--- config.mk ---
export PLATFORM = sky130hd
export DESIGN_NAME = cave_automaton_smoothing_top
export DESIGN_NICKNAME = d
export VERILOG_FILES = /design/src/design/cas_pkg.sv /design/src/design/cas_ram.sv /design/src/design/cave_automaton_smoothing_top.sv
export SDC_FILE = /design/constraint.sdc
export NUM_CORES = 2
export LEC_CHECK = 0
export ABC_AREA = 1
export ABC_CLOCK_PERIOD_IN_PS = 46400
export BUFFER_PORTS_ARGS = -buffer_cell sky130_fd_sc_hd__buf_2
export CELL_PAD_IN_SITES_DETAIL_PLACEMENT = 1
export CELL_PAD_IN_SITES_GLOBAL_PLACEMENT = 2
export CORE_ASPECT_RATIO = 0.8
export CORE_MARGIN = 1
export CORE_UTILIZATION = 47
export CTS_BUF_LIST = sky130_fd_sc_hd__clkbuf_4
export DETAILED_ROUTE_END_ITERATION = 7
export PLACE_DENSITY = 0.94
export SLEW_MARGIN = 20
export SYNTH_ARGS = -nofsm -noshare
export SYNTH_HDL_FRONTEND = slang
export SYNTH_SLANG_ARGS = --single-unit
--- constraint.sdc ---
create_clock -name aclk -period 46.4 [get_ports aclk]
set_clock_uncertainty 0.15 [all_clocks]
set_input_delay 4.64 -clock aclk [delete_from_list [all_inputs] [get_ports aclk]]
set_output_delay 4.64 -clock aclk [all_outputs]
set_load 0.02 [all_outputs]
--- src/design/cas_pkg.sv ---
// ----------------------------------------------------------------------------
// cas_pkg
// Shared constants, register indexes and helpers for the cave smoothing block.
// ----------------------------------------------------------------------------
`default_nettype none

package cas_pkg;

    localparam int MAX_COLS_DEF = 1024;
    localparam int MAX_ROWS_DEF = 1024;

    localparam int CFG_W      = 11;   // widest configuration register
    localparam int THR_W      = 4;
    localparam int MIN_SIZE   = 3;
    localparam int SIZE_RESET = 1024;
    localparam int THR_RESET  = 4;

    localparam int COORD_W = 10;     // width of out_row and out_col on the port

    typedef enum logic [1:0] {
        REG_MAP_ROWS       = 2'd0,
        REG_MAP_COLS       = 2'd1,
        REG_OPEN_THRESHOLD = 2'd2
    } cfg_index_t;

    // Saturate a written map size into MIN_SIZE..hi.
    function automatic int clamp_size(input logic [CFG_W-1:0] v, input int hi);
        int x;
        x = int'(v);
        if (x < MIN_SIZE) begin
            return MIN_SIZE;
        end
        if (x > hi) begin
            return hi;
        end
        return x;
    endfunction

endpackage

`default_nettype wire

--- src/design/cas_ram.sv ---
// ----------------------------------------------------------------------------
// cas_ram
// Generic single-write, single-read synchronous RAM with registered read data.
// ----------------------------------------------------------------------------
`default_nettype none

module cas_ram #(
    parameter int WIDTH = 2,
    parameter int DEPTH = 1024
) (
    input  wire logic                     aclk,
    input  wire logic                     we,
    input  wire logic [$clog2(DEPTH)-1:0] waddr,
    input  wire logic [WIDTH-1:0]         wdata,
    input  wire logic [$clog2(DEPTH)-1:0] raddr,
    output logic      [WIDTH-1:0]         rdata
);

    logic [WIDTH-1:0] mem_reg [DEPTH];
    logic [WIDTH-1:0] rdata_reg;

    always_ff @(posedge aclk) begin
        if (we) begin
            mem_reg[waddr] <= wdata;
        end
        rdata_reg <= mem_reg[raddr];
    end

    assign rdata = rdata_reg;

endmodule

`default_nettype wire

--- src/design/cave_automaton_smoothing_top.sv ---
// ----------------------------------------------------------------------------
// cave_automaton_smoothing_top
// One generation of a 3x3 cave smoothing automaton over a raster cell stream.
// Throughput: one cell per cycle while the output queue has room (s_tready);
// the column memory is read and written back once per cell, at different
// addresses, so items follow back to back. The cell that completes a window
// passes memory read, then output queue, to m_; results lag input by one row + 1.
// Reset: sizes and threshold return to defaults, positions to zero; the
// line memory is not cleared and needs no clearing pass.
// ----------------------------------------------------------------------------
`default_nettype none

module cave_automaton_smoothing_top
    import cas_pkg::*;
#(
    parameter int MAX_COLS = MAX_COLS_DEF,
    parameter int MAX_ROWS = MAX_ROWS_DEF
) (
    input  wire logic             aclk,
    input  wire logic             aresetn,
    // configuration
    input  wire logic             cfg_we,
    input  wire logic [1:0]       cfg_index,
    input  wire logic [CFG_W-1:0] cfg_wdata,
    // input stream
    input  wire logic             s_tvalid,
    output logic                  s_tready,
    input  wire logic [7:0]       s_tdata,    // [0] cell_open, [7:1] zero
    input  wire logic             s_tuser,    // [0] flush
    // result stream
    output logic                  m_tvalid,
    input  wire logic             m_tready,
    output logic      [23:0]      m_tdata,    // [0] next_open, [10:1] out_row,
                                              // [20:11] out_col, [23:21] zero
    output logic                  m_tlast     // frame_last
);

    localparam int AW  = $clog2(MAX_COLS);
    localparam int CW  = $clog2(MAX_COLS + 1);
    // the input row runs up to rows + 1 during the drain words
    localparam int RW  = $clog2(MAX_ROWS + 2);
    localparam int ORW = $clog2(MAX_ROWS);

    localparam logic [1:0] Q_LAST = 2'd2;
    localparam logic [1:0] Q_FULL = 2'd3;

    typedef struct packed {
        logic               last;
        logic [COORD_W-1:0] col;
        logic [COORD_W-1:0] row;
        logic               open;
    } res_t;

    // configuration
    logic [RW-1:0]    rows_reg;
    logic [CW-1:0]    cols_reg;
    logic [THR_W-1:0] thr_reg;
    logic             restart;

    // positions
    logic [AW-1:0]  in_col_reg, in_col_next;
    logic [RW-1:0]  in_row_reg, in_row_next;
    logic [AW-1:0]  out_col_reg, out_col_next;
    logic [ORW-1:0] out_row_reg, out_row_next;

    logic [CW-1:0] cols_m1;
    logic [RW-1:0] rows_m1;
    logic          accept, in_frame, emit, in_col_end, out_col_end, last, border;

    // memory stage
    logic               p1_valid_reg, p1_emit_reg, p1_cell_reg;
    logic               p1_border_reg, p1_last_reg;
    logic [AW-1:0]      p1_addr_reg;
    logic [COORD_W-1:0] p1_row_reg, p1_col_reg;
    logic [1:0]         rd_data;

    // window: bit 0 top, bit 1 middle, bit 2 bottom row
    logic [2:0]       win_mid_reg, win_right_reg, win_new;
    logic [THR_W-1:0] count;
    logic             next_open;

    // output queue
    res_t       q_mem_reg [3];
    logic [1:0] q_wptr_reg, q_rptr_reg, q_occ_reg;
    logic       push, pop;

    // ---------------- configuration ----------------
    assign restart = cfg_we && (cfg_index == REG_MAP_ROWS || cfg_index == REG_MAP_COLS);

    always_ff @(posedge aclk) begin
        if (!aresetn) begin
            rows_reg <= RW'(clamp_size(CFG_W'(SIZE_RESET), MAX_ROWS));
            cols_reg <= CW'(clamp_size(CFG_W'(SIZE_RESET), MAX_COLS));
            thr_reg  <= THR_W'(THR_RESET);
        end else if (cfg_we) begin
            unique case (cfg_index)
                REG_MAP_ROWS:       rows_reg <= RW'(clamp_size(cfg_wdata, MAX_ROWS));
                REG_MAP_COLS:       cols_reg <= CW'(clamp_size(cfg_wdata, MAX_COLS));
                REG_OPEN_THRESHOLD: thr_reg  <= cfg_wdata[THR_W-1:0];
                default: ;
            endcase
        end
    end

    // ---------------- position tracking at accept ----------------
    assign cols_m1     = cols_reg - CW'(1);
    assign rows_m1     = rows_reg - RW'(1);
    assign accept      = s_tvalid && s_tready;
    assign in_frame    = in_row_reg < rows_reg;
    assign emit        = (in_row_reg > RW'(1)) || (in_row_reg == RW'(1) && in_col_reg != '0);
    assign in_col_end  = CW'(in_col_reg) == cols_m1;
    assign out_col_end = CW'(out_col_reg) == cols_m1;
    assign last        = out_col_end && (RW'(out_row_reg) == rows_m1);
    assign border      = (out_row_reg == '0) || (RW'(out_row_reg) >= rows_m1) ||
                         (out_col_reg == '0) || out_col_end;

    always_comb begin
        in_col_next  = in_col_reg;
        in_row_next  = in_row_reg;
        out_col_next = out_col_reg;
        out_row_next = out_row_reg;
        if (restart) begin
            in_col_next  = '0;
            in_row_next  = '0;
            out_col_next = '0;
            out_row_next = '0;
        end else if (accept) begin
            if (emit && last) begin
                // frame done: wait for the next frame
                in_col_next  = '0;
                in_row_next  = '0;
                out_col_next = '0;
                out_row_next = '0;
            end else begin
                if (in_col_end) begin
                    in_col_next = '0;
                    in_row_next = in_row_reg + RW'(1);
                end else begin
                    in_col_next = in_col_reg + AW'(1);
                end
                if (emit) begin
                    if (out_col_end) begin
                        out_col_next = '0;
                        out_row_next = out_row_reg + ORW'(1);
                    end else begin
                        out_col_next = out_col_reg + AW'(1);
                    end
                end
            end
        end
    end

    always_ff @(posedge aclk) begin
        if (!aresetn) begin
            in_col_reg   <= '0;
            in_row_reg   <= '0;
            out_col_reg  <= '0;
            out_row_reg  <= '0;
            p1_valid_reg <= 1'b0;
            p1_emit_reg  <= 1'b0;
        end else begin
            in_col_reg   <= in_col_next;
            in_row_reg   <= in_row_next;
            out_col_reg  <= out_col_next;
            out_row_reg  <= out_row_next;
            p1_valid_reg <= accept;
            p1_emit_reg  <= accept && emit;
        end
    end

    always_ff @(posedge aclk) begin
        if (accept) begin
            // a flush inside the frame counts as solid rock
            p1_cell_reg   <= in_frame && !s_tuser && s_tdata[0];
            p1_addr_reg   <= in_col_reg;
            p1_border_reg <= border;
            p1_last_reg   <= last;
            p1_row_reg    <= COORD_W'(out_row_reg);
            p1_col_reg    <= COORD_W'(out_col_reg);
        end
    end

    // ---------------- column memory: {row - 2, row - 1} per column ----------------
    cas_ram #(
        .WIDTH (2),
        .DEPTH (MAX_COLS)
    ) u_line_ram (
        .aclk  (aclk),
        .we    (p1_valid_reg),
        .waddr (p1_addr_reg),
        .wdata ({rd_data[0], p1_cell_reg}),
        .raddr (in_col_reg),
        .rdata (rd_data)
    );

    // ---------------- window and rule ----------------
    assign win_new = {p1_cell_reg, rd_data[0], rd_data[1]};

    assign count = THR_W'(win_mid_reg[0]) + THR_W'(win_mid_reg[1]) + THR_W'(win_mid_reg[2]) +
                   THR_W'(win_right_reg[0]) + THR_W'(win_right_reg[2]) +
                   THR_W'(win_new[0]) + THR_W'(win_new[1]) + THR_W'(win_new[2]);

    // the previous right column holds the emitted cell in its middle row
    assign next_open = p1_border_reg ? win_right_reg[1] : (count > thr_reg);

    always_ff @(posedge aclk) begin
        if (!aresetn) begin
            win_mid_reg   <= '0;
            win_right_reg <= '0;
        end else if (p1_valid_reg) begin
            win_mid_reg   <= win_right_reg;
            win_right_reg <= win_new;
        end
    end

    // ---------------- output queue ----------------
    assign push = p1_emit_reg;
    assign pop  = m_tvalid && m_tready;

    // leave room for the word still in the memory stage
    assign s_tready = (q_occ_reg != Q_FULL) && !(q_occ_reg == Q_LAST && push);

    always_ff @(posedge aclk) begin
        if (push) begin
            q_mem_reg[q_wptr_reg] <= '{last: p1_last_reg, col: p1_col_reg,
                                       row: p1_row_reg, open: next_open};
        end
    end

    always_ff @(posedge aclk) begin
        if (!aresetn) begin
            q_wptr_reg <= '0;
            q_rptr_reg <= '0;
            q_occ_reg  <= '0;
        end else begin
            if (push) begin
                q_wptr_reg <= (q_wptr_reg == Q_LAST) ? 2'd0 : q_wptr_reg + 2'd1;
            end
            if (pop) begin
                q_rptr_reg <= (q_rptr_reg == Q_LAST) ? 2'd0 : q_rptr_reg + 2'd1;
            end
            if (push && !pop) begin
                q_occ_reg <= q_occ_reg + 2'd1;
            end else if (pop && !push) begin
                q_occ_reg <= q_occ_reg - 2'd1;
            end
        end
    end

    assign m_tvalid = q_occ_reg != 2'd0;
    assign m_tdata  = {3'b000, q_mem_reg[q_rptr_reg].col, q_mem_reg[q_rptr_reg].row,
                       q_mem_reg[q_rptr_reg].open};
    assign m_tlast  = q_mem_reg[q_rptr_reg].last;

endmodule

`default_nettype wire
==> metrics.txt <==
Rel. slew slack=0.221; final wirelength=305000 um; max_cap viols=0; Max FO, Critical Path=23; Die Wd=510 um; status=completed; crit-path leading delay family=buffers and inverters; sequential area share after synthesis=0.682; critical path endpoint category=primary output; clk root buf=clkbuf_4; Post-Syn Area=97000 um^2; worst-margin pin slew=1160 ps; IO Count=54; Synth-to-Final Area Change=9.33%; gr usage total=0.290; Post-DP HPWL=167000 um; core area=204000 um^2; Inst Count DP=11800; deepest clock path buffer count=4; post-cts resize count=0; synth warn=0; RSZ-0062 raised after global routing=false; die height=408 um; WL per Instance=24.0 um; min Tclk post-route=7850 ps; Port Buffers=43; non-filler instance count after layout=12700; syn_area_per_cell=10.2 um^2; CP arrival=3060 ps; fin crit share=0.169; Crit-path slowest cell=inv_1; critical path, cell by cell=buf_4 > inv_1 > nand2_1 > a21oi_1 > buf_2; pwr dens=39.5 nW/um^2; Hold Path Class=reg -> reg; Peak Freq=127 MHz; number of global-route vias before repair=75800; # H-tree levels=6; Post-CTS Setup Inserts=0; # nets final=9723; Worst Slack Setup Final=38550 ps; CTS tree=done; Place WS=39200 ps; TritonRoute pass-1 iters=5; Post-DRT Antenna Nets=0; TritonCTS Buffers=562; Rows=148; Post-route DRC=0; die footprint=208000 um^2; largest net degree at the start of global routing=241; cts hold-fix bufs=0; share of cells above drive strength 1=0.113; vias per cell=5.70; Fillers=22700; clk slew on worst S/H paths=70 ps; Worst Path Buf+Inv=3; register bit total from synthesis=2232; final setup TNS=0 ps; Max IR drop VDD=0.0000266 V; GPL Wtd Cong=0.827; CP peak stage delay=620 ps; Overflow after GRT=0; Synth async-reset ratio=0; Starting DRT DRC Count=7565; final-report hold violation count=0; Setup Crit Path Kind=reg -> out; Leakage=38.2 nW; EDFF count, synth=2147; first-pass GRT wire length=456000 um; vias=72600; Clk Latency, worst-skew pair=1250 ps; setup violators final=0; antenna violations before repair=20; max-slew violations=0; Synth cell types=51; max reg flops=2048; Worst Path Required=41610 ps; Main synth FF type=edfxtp_1; Syn Inst Count=9523; initial core utilization=0.475; CTS sink cnt=2232; critical path startpoint category=flip-flop
[cells in the final DEF (no fill, tap or decap), types with 4 or more instances in the layout]
master,n
nor2_1,2620
dfxtp_1,80
o21ai_0,818
nand4_1,62
o211ai_1,4
inv_2,28
nor4_1,4
clkinv_2,8
buf_4,137
nand3b_1,10
xnor2_1,5
xor2_1,33
inv_1,339
o22ai_1,65
nor3_1,36
dfxtp_4,4
nor2_2,7
a21oi_1,174
fa_1,4
buf_12,12
o21ai_1,95
nor3_2,7
clkbuf_4,825
nand3_1,292
ha_1,38
nand2_1,1969
bufinv_16,6
clkinv_1,92
edfxtp_1,2147
nand2_2,39
buf_2,43
[stage by stage]
| step | util | hold slack (ps) | area (um^2) | power [mW] |
|---|---|---|---|---|
| 2_1_floorplan | - | 253 | 97000 | 2.53 |
| 3_3_place_gp | 0.485 | 291 | 99100 | 2.56 |
| 3_5_place_dp | 0.485 | 313 | 99100 | 2.57 |
| 4_1_cts | 0.519 | 317 | 106000 | 4.21 |
| 5_1_grt | 0.519 | 314 | 106000 | 4.33 |
| 6_report | 0.519 | 318 | 106000 | 4.18 |
[power by group]
| group | internal, mW | total (mW) | switching [mW] |
|---|---|---|---|
| clock network | 0.843 | 1.65 | 0.806 |
| logic | 0.0690 | 0.296 | 0.227 |
| registers | 2.23 | 2.24 | 0.00744 |
[kinds of logic after synthesis]
logic type / after synthesis / synth area share
buffers and inverters: 983 / 0.0435
flip-flops: 2232 / 0.682
adder cells (fa/ha/maj): 42 / 0.00573
AND/OR/NAND/NOR: 5059 / 0.203
AO/OA/AOI/OAI: 1168 / 0.0617
XOR/XNOR: 38 / 0.00343
other: 1 / 0.0000387
[path summary, 6_finish.rpt]
check | slack, ps | end | cells past startpoint | from
setup / recovery | 38550 | m_tdata[1] | 5 | flip-flop
setup reg to reg | 39800 | u_line_ram.rdata[1]$_DFF_P_ | 17 | in_col_reg[0]$_SDFFE_PP0P_
hold / removal | 320 | win_mid_reg[1]$_SDFFE_PN0P_ | 2 | win_right_reg[1]$_SDFFE_PN0P_
hold reg to reg | 320 | win_mid_reg[1]$_SDFFE_PN0P_ | 2 | win_right_reg[1]$_SDFFE_PN0P_
[final cells by class]
cell class	count	area (um^2)	area share
diodes	3	7.51	0.0000708
clock buffers	825	6190	0.0584
clock inverters	124	637	0.00601
flip-flops and latches	2232	66200	0.624
repair buffers	195	1530	0.0145
well taps	2700	3380	0.0319
multi-input cells	6310	26700	0.252
inverters	353	1350	0.0128
[cell usage after synthesis (3+ instances only)]
cell type,count,area (um^2)
clkinv_1,3,11.3
fa_1,4,80.1
buf_4,30,225
o21ai_0,818,4090
ha_1,38,475
nor2_1,2625,9850
nand2_2,4,25.0
o22ai_1,65,407
dfxtp_1,85,1700
nor4_1,4,25.0
nand3_1,292,1460
xor2_1,33,289
xnor2_1,5,43.8
nand4_1,62,388
edfxtp_1,2147,64500
o211ai_1,4,30.0
buf_2,215,1080
nand3b_1,10,75.1
inv_1,342,1280
nor2_2,4,25.0
inv_2,7,26.3
buf_6,19,214
buf_1,50,188
clkbuf_1,315,1180
o21ai_1,95,475
nor3_1,41,205
a21oi_1,174,871
nand2_1,2004,7520
[tightest hold or removal path, stage by stage, from the launching register on]
cell     delay [ps]
dfxtp_1         320
inv_1            50
a21oi_1          50
[layer usage]
metal | vias up | wire length [um] | global-route usage
met1 | 36500 | 125000 | 0.386
met4 | 16 | 10500 | 0.108
met5 | - | 126 | 0
met2 | 2941 | 145000 | 0.474
met3 | 601 | 25000 | 0.0535
li1 | 32500 | - | -
Power figures use the tool's default switching activity.
